--- config.mk ---
export PLATFORM = sky130hd
export DESIGN_NAME = audio_cpu_io_and_timers
export DESIGN_NICKNAME = d
export VERILOG_FILES = /design/src/hw/rtl/acio_pkg.sv /design/src/hw/rtl/acio_ram.sv /design/src/hw/rtl/audio_cpu_io_and_timers.sv
export SDC_FILE = /design/constraint.sdc
export NUM_CORES = 2
export LEC_CHECK = 0
export BUFFER_PORTS_ARGS = -buffer_cell sky130_fd_sc_hd__buf_2
export CORE_AREA = 8 8 357 359
export CTS_BUF_LIST = sky130_fd_sc_hd__clkbuf_4
export DETAILED_ROUTE_END_ITERATION = 12
export DIE_AREA = 0 0 365 367
export SYNTH_ARGS = -nofsm -noshare
export SYNTH_HDL_FRONTEND = slang
export SYNTH_HIERARCHICAL = 1
export SYNTH_SLANG_ARGS = --single-unit
--- constraint.sdc ---
create_clock -name clk -period 5.5 [get_ports clk]
set_input_delay 1.1 -clock clk [delete_from_list [all_inputs] [get_ports clk]]
set_output_delay 1.1 -clock clk [all_outputs]
set_load 0.005 [all_outputs]
--- src/hw/rtl/acio_pkg.sv ---
// Shared types and constants for the audio CPU I/O page and timers.
// No dependencies; used by the top level and its checker.
package acio_pkg;

  localparam int NUM_TIMERS = 3;
  localparam int DSP_DEPTH  = 128;
  localparam int DSP_AW     = 7;
  localparam int PRE_W      = 7;   // prescaler remainder, below 128

  typedef enum logic [2:0] {
    OP_READ      = 3'd0,
    OP_WRITE     = 3'd1,
    OP_TICK      = 3'd2,
    OP_HOST_LOAD = 3'd3,
    OP_HOST_READ = 3'd4
  } op_t;

  // Low nibble of the I/O address
  localparam logic [3:0] REG_TEST     = 4'h0;
  localparam logic [3:0] REG_CONTROL  = 4'h1;
  localparam logic [3:0] REG_DSP_ADDR = 4'h2;
  localparam logic [3:0] REG_DSP_DATA = 4'h3;
  localparam logic [3:0] REG_PORT0    = 4'h4;
  localparam logic [3:0] REG_PORT1    = 4'h5;
  localparam logic [3:0] REG_PORT2    = 4'h6;
  localparam logic [3:0] REG_PORT3    = 4'h7;
  localparam logic [3:0] REG_SCRATCH0 = 4'h8;
  localparam logic [3:0] REG_SCRATCH1 = 4'h9;
  localparam logic [3:0] REG_T0_TGT   = 4'hA;
  localparam logic [3:0] REG_T1_TGT   = 4'hB;
  localparam logic [3:0] REG_T2_TGT   = 4'hC;
  localparam logic [3:0] REG_T0_OUT   = 4'hD;
  localparam logic [3:0] REG_T1_OUT   = 4'hE;
  localparam logic [3:0] REG_T2_OUT   = 4'hF;

  localparam logic [7:0] TEST_VALUE    = 8'h0A;
  localparam logic [7:0] CONTROL_FIXED = 8'h30;
  localparam logic [3:0] TIMER_OUT_RST = 4'hF;

  // Control register bit positions
  localparam int CTL_ROM_BIT  = 7;
  localparam int CTL_CLR23BIT = 5;
  localparam int CTL_CLR01BIT = 4;

  // Prescaler period: timers 0 and 1 divide by 128, timer 2 by 16
  function automatic logic [7:0] timer_period(input logic [1:0] idx);
    logic [7:0] p;
    case (idx)
      2'd2:    p = 8'd16;
      default: p = 8'd128;
    endcase
    return p;
  endfunction

endpackage

--- src/hw/rtl/acio_ram.sv ---
// Generic single-write, single-read RAM with registered read data.
// No dependencies.
module acio_ram #(
  parameter int WIDTH = 8,
  parameter int DEPTH = 128
) (
  input  logic                     clk,
  input  logic                     we,
  input  logic [$clog2(DEPTH)-1:0] waddr,
  input  logic [WIDTH-1:0]         wdata,
  input  logic [$clog2(DEPTH)-1:0] raddr,
  output logic [WIDTH-1:0]         rdata
);

  logic [WIDTH-1:0] mem [DEPTH];
  logic [WIDTH-1:0] rdata_r;

  always_ff @(posedge clk) begin
    if (we) begin
      mem[waddr] <= wdata;
    end
    rdata_r <= mem[raddr];   // old data on a same-address write
  end

  assign rdata = rdata_r;

endmodule

--- src/hw/rtl/audio_cpu_io_and_timers.sv ---
// I/O register page and three timers of an audio CPU.
// Depends on acio_pkg and acio_ram.
//
// Usage:
//   Input channel (in_*): one transfer per bus access, tick or host access.
//   in_operation selects CPU read, CPU write, tick (in_cycles elapsed),
//   host port load or host port read; in_register_req is the low nibble
//   of the 0xF0-0xFF address, in_port_index the host-side port.
//   Result channel (out_*): exactly one transfer per input transfer, in
//   order. out_read_data carries the read value (zero for non-reads),
//   out_rom_visible the boot ROM visibility after the item.
//   Latency: result is valid the cycle after the input transfer.
//   Throughput: one item per cycle. All state updates are done in a single
//   combinational pass from the state registers into the result register;
//   a tick moves each timer by at most one count, so no iteration is needed.
//   The DSP register file sits in a 128 x 8 RAM whose registered read port
//   always points at the next DSP address, so 0xF3 reads see it in time.
//   Stall: in_ready is high while the result register is empty or being
//   taken; if the receiver holds out_ready low, the result holds and the
//   input side stalls at once, since the single result register is full.
//   Reset (rst_n low, synchronous): timers, ports, control and the DSP
//   file valid bits are cleared (timer outputs go to 15, ROM visible);
//   the DSP file reads as zero until each entry is written. No clearing
//   pass is needed, so the block accepts items right after reset.
module audio_cpu_io_and_timers (
  input  logic       clk,
  input  logic       rst_n,
  input  logic       in_valid,
  output logic       in_ready,
  input  logic [2:0] in_operation,
  input  logic [3:0] in_register_req,
  input  logic [7:0] in_data,
  input  logic [3:0] in_cycles,
  input  logic [1:0] in_port_index,
  output logic       out_valid,
  input  logic       out_ready,
  output logic [7:0] out_read_data,
  output logic       out_rom_visible
);

  localparam int NT = acio_pkg::NUM_TIMERS;
  localparam int AW = acio_pkg::DSP_AW;
  localparam int PW = acio_pkg::PRE_W;

  // ---------------- state ----------------
  logic [PW-1:0] pre_r   [NT];
  logic [PW-1:0] pre_nxt [NT];
  logic [7:0]    cnt_r   [NT];
  logic [7:0]    cnt_nxt [NT];
  logic [7:0]    tgt_r   [NT];
  logic [7:0]    tgt_nxt [NT];
  logic [3:0]    tout_r  [NT];
  logic [3:0]    tout_nxt[NT];
  logic [NT-1:0] en_r, en_nxt;
  logic          rom_r, rom_nxt;
  logic [7:0]    dsp_addr_r, dsp_addr_nxt;
  logic [7:0]    inp_r   [4];
  logic [7:0]    inp_nxt [4];
  logic [7:0]    outp_r  [4];
  logic [7:0]    outp_nxt[4];
  logic [7:0]    scr_r   [2];
  logic [7:0]    scr_nxt [2];

  // DSP file: RAM plus one valid bit per entry
  logic [acio_pkg::DSP_DEPTH-1:0] dvld_r;
  logic          dsp_we;
  logic [7:0]    ram_q;
  logic          dvld_rd_r;     // valid bit of the entry now in ram_q
  logic          fwd_hit_r;     // last write landed on the entry now addressed
  logic [7:0]    fwd_data_r;
  logic [7:0]    dsp_cur;       // dsp_file[dsp_addr_r]
  logic          fwd_hit_nxt;

  // ---------------- result register ----------------
  logic          out_valid_r, out_valid_nxt;
  logic [7:0]    rd_r, rd_nxt;
  logic          rom_out_r;
  logic          accept;

  // timer scratch
  logic [7:0]    psum   [NT];
  logic [7:0]    prd    [NT];
  logic [7:0]    pleft  [NT];
  logic [7:0]    cinc   [NT];
  logic          pwrap  [NT];

  acio_pkg::op_t op;

  assign accept   = in_valid && in_ready;
  assign in_ready = !out_valid_r || out_ready;
  assign op       = acio_pkg::op_t'(in_operation);

  assign dsp_cur = fwd_hit_r ? fwd_data_r : (dvld_rd_r ? ram_q : 8'd0);

  // ---------------- next state and read data ----------------
  always_comb begin
    for (int t = 0; t < NT; t++) begin
      pre_nxt[t]  = pre_r[t];
      cnt_nxt[t]  = cnt_r[t];
      tgt_nxt[t]  = tgt_r[t];
      tout_nxt[t] = tout_r[t];
      // tick arithmetic: prescaler stays below its period, so at most one wrap
      prd[t]   = acio_pkg::timer_period(2'(t));
      psum[t]  = 8'({1'b0, pre_r[t]}) + 8'(in_cycles);
      pwrap[t] = psum[t] >= prd[t];
      pleft[t] = pwrap[t] ? (psum[t] - prd[t]) : psum[t];
      cinc[t]  = cnt_r[t] + 8'd1;
    end
    for (int i = 0; i < 4; i++) begin
      inp_nxt[i]  = inp_r[i];
      outp_nxt[i] = outp_r[i];
    end
    scr_nxt[0]   = scr_r[0];
    scr_nxt[1]   = scr_r[1];
    en_nxt       = en_r;
    rom_nxt      = rom_r;
    dsp_addr_nxt = dsp_addr_r;
    dsp_we       = 1'b0;
    rd_nxt       = 8'd0;

    if (accept) begin
      case (op)
        acio_pkg::OP_READ: begin
          case (in_register_req)
            acio_pkg::REG_TEST:     rd_nxt = acio_pkg::TEST_VALUE;
            acio_pkg::REG_CONTROL:  rd_nxt = {rom_r, 4'b0000, en_r} | acio_pkg::CONTROL_FIXED;
            acio_pkg::REG_DSP_ADDR: rd_nxt = dsp_addr_r;
            acio_pkg::REG_DSP_DATA: rd_nxt = dsp_cur;
            acio_pkg::REG_PORT0,
            acio_pkg::REG_PORT1,
            acio_pkg::REG_PORT2,
            acio_pkg::REG_PORT3:    rd_nxt = inp_r[in_register_req[1:0]];
            acio_pkg::REG_SCRATCH0: rd_nxt = scr_r[0];
            acio_pkg::REG_SCRATCH1: rd_nxt = scr_r[1];
            acio_pkg::REG_T0_OUT: begin
              rd_nxt      = {4'd0, tout_r[0]};
              tout_nxt[0] = 4'd0;
            end
            acio_pkg::REG_T1_OUT: begin
              rd_nxt      = {4'd0, tout_r[1]};
              tout_nxt[1] = 4'd0;
            end
            acio_pkg::REG_T2_OUT: begin
              rd_nxt      = {4'd0, tout_r[2]};
              tout_nxt[2] = 4'd0;
            end
            default: rd_nxt = 8'd0;   // target registers are write-only
          endcase
        end
        acio_pkg::OP_WRITE: begin
          case (in_register_req)
            acio_pkg::REG_CONTROL: begin
              rom_nxt = in_data[acio_pkg::CTL_ROM_BIT];
              if (in_data[acio_pkg::CTL_CLR23BIT]) begin
                inp_nxt[2] = 8'd0;
                inp_nxt[3] = 8'd0;
              end
              if (in_data[acio_pkg::CTL_CLR01BIT]) begin
                inp_nxt[0] = 8'd0;
                inp_nxt[1] = 8'd0;
              end
              en_nxt = in_data[NT-1:0];
            end
            acio_pkg::REG_DSP_ADDR: dsp_addr_nxt = in_data;
            acio_pkg::REG_DSP_DATA: dsp_we = 1'b1;
            acio_pkg::REG_PORT0,
            acio_pkg::REG_PORT1,
            acio_pkg::REG_PORT2,
            acio_pkg::REG_PORT3:    outp_nxt[in_register_req[1:0]] = in_data;
            acio_pkg::REG_SCRATCH0: scr_nxt[0] = in_data;
            acio_pkg::REG_SCRATCH1: scr_nxt[1] = in_data;
            acio_pkg::REG_T0_TGT:   tgt_nxt[0] = in_data;
            acio_pkg::REG_T1_TGT:   tgt_nxt[1] = in_data;
            acio_pkg::REG_T2_TGT:   tgt_nxt[2] = in_data;
            default: ;               // test and timer outputs ignore writes
          endcase
        end
        acio_pkg::OP_TICK: begin
          for (int t = 0; t < NT; t++) begin
            // disabled timer keeps only the remainder, which is the same value
            pre_nxt[t] = pleft[t][PW-1:0];
            if (pwrap[t] && en_r[t]) begin
              if (cinc[t] == tgt_r[t]) begin
                cnt_nxt[t]  = 8'd0;
                tout_nxt[t] = tout_r[t] + 4'd1;
              end else begin
                cnt_nxt[t]  = cinc[t];
              end
            end
          end
        end
        acio_pkg::OP_HOST_LOAD: inp_nxt[in_port_index] = in_data;
        acio_pkg::OP_HOST_READ: rd_nxt = outp_r[in_port_index];
        default: ;
      endcase
    end
  end

  assign fwd_hit_nxt   = dsp_we && (dsp_addr_r[AW-1:0] == dsp_addr_nxt[AW-1:0]);
  assign out_valid_nxt = accept ? 1'b1 : (out_ready ? 1'b0 : out_valid_r);

  // ---------------- DSP register file ----------------
  acio_ram #(
    .WIDTH(8),
    .DEPTH(acio_pkg::DSP_DEPTH)
  ) u_dsp_ram (
    .clk  (clk),
    .we   (dsp_we),
    .waddr(dsp_addr_r[AW-1:0]),
    .wdata(in_data),
    .raddr(dsp_addr_nxt[AW-1:0]),   // read ahead for the next cycle
    .rdata(ram_q)
  );

  always_ff @(posedge clk) begin
    if (!rst_n) begin
      dvld_r    <= '0;
      dvld_rd_r <= 1'b0;
      fwd_hit_r <= 1'b0;
    end else begin
      if (dsp_we) begin
        dvld_r[dsp_addr_r[AW-1:0]] <= 1'b1;
      end
      dvld_rd_r <= dvld_r[dsp_addr_nxt[AW-1:0]];
      fwd_hit_r <= fwd_hit_nxt;
    end
    fwd_data_r <= in_data;
  end

  // ---------------- register state ----------------
  always_ff @(posedge clk) begin
    if (!rst_n) begin
      for (int t = 0; t < NT; t++) begin
        pre_r[t]  <= '0;
        cnt_r[t]  <= 8'd0;
        tgt_r[t]  <= 8'd0;
        tout_r[t] <= acio_pkg::TIMER_OUT_RST;
      end
      for (int i = 0; i < 4; i++) begin
        inp_r[i]  <= 8'd0;
        outp_r[i] <= 8'd0;
      end
      scr_r[0]    <= 8'd0;
      scr_r[1]    <= 8'd0;
      en_r        <= '0;
      rom_r       <= 1'b1;
      dsp_addr_r  <= 8'd0;
      out_valid_r <= 1'b0;
    end else begin
      for (int t = 0; t < NT; t++) begin
        pre_r[t]  <= pre_nxt[t];
        cnt_r[t]  <= cnt_nxt[t];
        tgt_r[t]  <= tgt_nxt[t];
        tout_r[t] <= tout_nxt[t];
      end
      for (int i = 0; i < 4; i++) begin
        inp_r[i]  <= inp_nxt[i];
        outp_r[i] <= outp_nxt[i];
      end
      scr_r[0]    <= scr_nxt[0];
      scr_r[1]    <= scr_nxt[1];
      en_r        <= en_nxt;
      rom_r       <= rom_nxt;
      dsp_addr_r  <= dsp_addr_nxt;
      out_valid_r <= out_valid_nxt;
    end
  end

  // result payload, loaded on each input transfer
  always_ff @(posedge clk) begin
    if (accept) begin
      rd_r      <= rd_nxt;
      rom_out_r <= rom_nxt;
    end
  end

  assign out_valid       = out_valid_r;
  assign out_read_data   = rd_r;
  assign out_rom_visible = rom_out_r;

endmodule

==> results.json <==
{
  "cp_slowest_cell": "a41oi_1",
  "crit_type": "register to register",
  "fin_crit_ns": 4.00,
  "hold_viol": 0,
  "holdCritPathClass": "input pin to register",
  "cts_hold_buffers": 0,
  "finalWirelength_mm": 139,
  "cts_resized": 0,
  "synth_nets": 3308,
  "cts_buffers": 355,
  "required_ns": 6.62,
  "num_io_pins": 36,
  "clk_pin_slew_ns": 0.06,
  "instances_no_fill": 5531,
  "ys.flop_type": "edfxtp_1",
  "grt_pass1_wl_mm": 208,
  "postCtsSetupRepairBufs": 0,
  "die_w_um": 365,
  "cellPowerDensity_nw_per_um2": 318,
  "cts_max_level": 5,
  "via_per_inst": 5.80,
  "synth-seq-area-share": 0.690,
  "layout.nets": 3711,
  "dieArea_um2": 134000,
  "clockBufferDepth": 4,
  "p_leak_nw": 19.7,
  "grt_max_degree": 145,
  "synth_warnings": 6,
  "core_area_um2": 121000,
  "wl_per_cell_um": 25.1,
  "tns_ns": 0,
  "std_cell_rows": 128,
  "critPathTopFamily": "compound AO/OA/AOI/OAI gates",
  "grt_pass1_vias": 33300,
  "globalRouteOverflowTotal": 0,
  "cp.depth": 7,
  "worst-r2r-cell-count": 7,
  "fmax_mhz": 250,
  "placed_cells_incl_taps": 4931,
  "pre_cts_ws_ns": 0.477,
  "fin_crit_sh": 0.727,
  "grt_antenna_before_repair": 6,
  "worstPathCellList": "clkinv_1, a41oi_1, o211ai_1, or4_1, o22ai_1, nor4_1, a311o_1",
  "critPathMaxStageDelay_ns": 0.88,
  "worstSetupEndpointType": "register",
  "ant_nets": 0,
  "syn_area_per_cell_um2": 16.6,
  "slew_violations": 0,
  "portBuffers": 35,
  "die_h_um": 367,
  "dr.pass1.iters": 5,
  "grt.total_usage": 0.206,
  "cts_tree": "done",
  "hold_depth": 1,
  "critPathMaxFanout": 21,
  "netlist_area_um2": 54200,
  "critPathBufInv": 1,
  "rsz0062_at_grt": "false",
  "worstMarginPinSlew_ns": 1.19,
  "initial_utilization": 0.447,
  "synth_cell_types": 72,
  "syn_inst": 3260,
  "synth_edf_count": 1033,
  "area_delta_synth_final_pct": 13.7,
  "vias": 32100,
  "drtIter0Drc": 3019,
  "drc_errors": 0,
  "ys_ff_latch": 1353,
  "drive_gt1_frac": 0.291,
  "async_flop_share": 0,
  "cap_violations": 0,
  "fin_ws_ns": 1.50,
  "clockRootBuffer": "clkbuf_4",
  "critPathLaunchType": "register",
  "finalClockSkew_ns": 0.0973,
  "finalSetupViolCount": 0,
  "gp_congestion": 0.834,
  "peakVddDrop_mv": 0.234,
  "clk_latency_ns": 1.26,
  "p_total_mw": 19.6,
  "clock_sinks": 1353,
  "hpwl_mm": 88.2,
  "max-slew-margin-rel": 0.204,
  "arrival_ns": 5.11,
  "status": "completed"
}
==> layer usage <==
| layer | GRT usage | wire (um) | share of wire | vias up |
|---|---|---|---|---|
| met1 | 0.275 | 57600 | 0.41 | 16600 |
| met5 | 0 | 12 | 0.000086 | - |
| met3 | 0.0455 | 10100 | 0.073 | 245 |
| met2 | 0.329 | 67600 | 0.49 | 1385 |
| li1 | - | - | - | 13900 |
| met4 | 0.0777 | 3680 | 0.026 | 2 |
==> flip-flops by register name, summed over array words and instances (netlist names), 3 cells and up <==
signal,flops
u_dsp_ram/mem,1024
dvld_r,128
inp_r,32
outp_r,32
cnt_r,24
tgt_r,24
pre_r,21
scr_r,16
tout_r,12
dsp_addr_r,8
fwd_data_r,8
out_read_data,8
u_dsp_ram/rdata,8
en_r,3
==> synth_stat cells (4+ instances only) <==
| master | n | area [um^2] |
|---|---|---|
| xor2_1 | 22 | 193 |
| a211oi_1 | 5 | 37.5 |
| ha_1 | 20 | 250 |
| a21o_1 | 7 | 52.6 |
| or4_1 | 8 | 60.1 |
| nand2_1 | 226 | 848 |
| or3b_2 | 4 | 35.0 |
| o21a_1 | 4 | 30.0 |
| clkbuf_1 | 118 | 443 |
| nor3_1 | 34 | 170 |
| mux2i_1 | 105 | 1050 |
| a22o_1 | 73 | 639 |
| a311oi_1 | 4 | 35.0 |
| nand4_1 | 12 | 75.1 |
| a221oi_1 | 5 | 43.8 |
| nor3b_1 | 6 | 45.0 |
| a22oi_1 | 48 | 360 |
| nand3_1 | 61 | 305 |
| mux2_2 | 14 | 158 |
| nor2b_1 | 24 | 150 |
| o311ai_0 | 5 | 43.8 |
| nor4_1 | 9 | 56.3 |
| and2_1 | 10 | 62.6 |
| o211ai_1 | 6 | 45.0 |
| and3_1 | 14 | 87.6 |
| nor2_1 | 305 | 1140 |
| o21ai_0 | 93 | 465 |
| buf_6 | 4 | 45.0 |
| xnor2_1 | 28 | 245 |
| a21oi_1 | 71 | 355 |
| a2111oi_0 | 4 | 35.0 |
| edfxtp_1 | 1033 | 31000 |
| buf_1 | 32 | 120 |
| nand2b_1 | 12 | 75.1 |
| a31oi_1 | 17 | 106 |
| buf_4 | 11 | 82.6 |
| dfxtp_1 | 320 | 6410 |
| o22ai_1 | 23 | 144 |
| or3_1 | 14 | 87.6 |
| mux4_2 | 352 | 7930 |
| buf_2 | 20 | 100 |
| o21ai_1 | 5 | 25.0 |
| inv_1 | 31 | 116 |
==> worst reg2reg max path: cells and delay by family, from the launching register on <==
family | cells | cell delay, ns
simple gates | 2 | 0.70
flops | 1 | 0.85
compound gates | 4 | 1.62
buf+inv | 1 | 0.68
==> area by class of cell <==
class                      count  area, um^2
fill                       10100       59700
sequential                  1353       37400
multi-input combinational   1688       15900
clock buffer                 498        3740
tap                         1625        2030
timing repair buffer         231        1940
clock inverter                93         449
inverter                      34         140
antenna                        9        22.5
==> cell families after synthesis <==
group           after synthesis  share of synthesized area
compound gates              390                     0.0479
xor+xnor                     52                    0.00893
fa+ha+maj                    23                    0.00572
buf+inv                     219                     0.0169
flops                      1353                      0.690
mux                         472                      0.169
simple gates                751                     0.0614
==> final timing paths <==
check                                              start                              to  slack, ns
worst min register to register   dvld_r[45]$_SDFFE_PN0P_         dvld_r[45]$_SDFFE_PN0P_       0.45
worst max-delay path            dsp_addr_r[1]$_SDFF_PN0_            dvld_rd_r$_SDFF_PN0_       1.50
worst min-delay path                          in_data[2]  u_dsp_ram/mem[37][2]$_DFFE_PP_       0.19
worst max register to register  dsp_addr_r[1]$_SDFF_PN0_            dvld_rd_r$_SDFF_PN0_       1.50
==> stage by stage <==
step                       util  hold WS [ns]  cell area (um^2)
after global placement    0.473         0.434             57400
final                     0.508         0.187             61700
after floorplan               -         0.424             54200
after CTS                 0.508        0.0436             61600
after detailed placement  0.473         0.442             57400
after global routing      0.508        0.0511             61700
==> cell usage in the layout (no fill, tap or decap), drive strengths merged, types with 17 or more instances in the layout <==
cell and n:
xor2 22, mux4 352, mux2i 106, o21ai 98, nor2b 24, inv 37
nand3 61, a31oi 17, clkinv 87, a22o 73, xnor2 28, buf 231
clkbuf 498, ha 20, nor3 34, o22ai 23, edfxtp 1033, a21oi 73
nand2 226, a22oi 48, dfxtp 320, nor2 305
==> report_power, final <==
part / switching (mW) / leakage, nW / internal (mW) / total, mW
Sequential: 0.00832 / 11.9 / 11.0 / 11.0
Clock: 3.91 / 2.52 / 4.29 / 8.20
Combinational: 0.296 / 5.33 / 0.0856 / 0.382
Power figures use the tool's default switching activity.
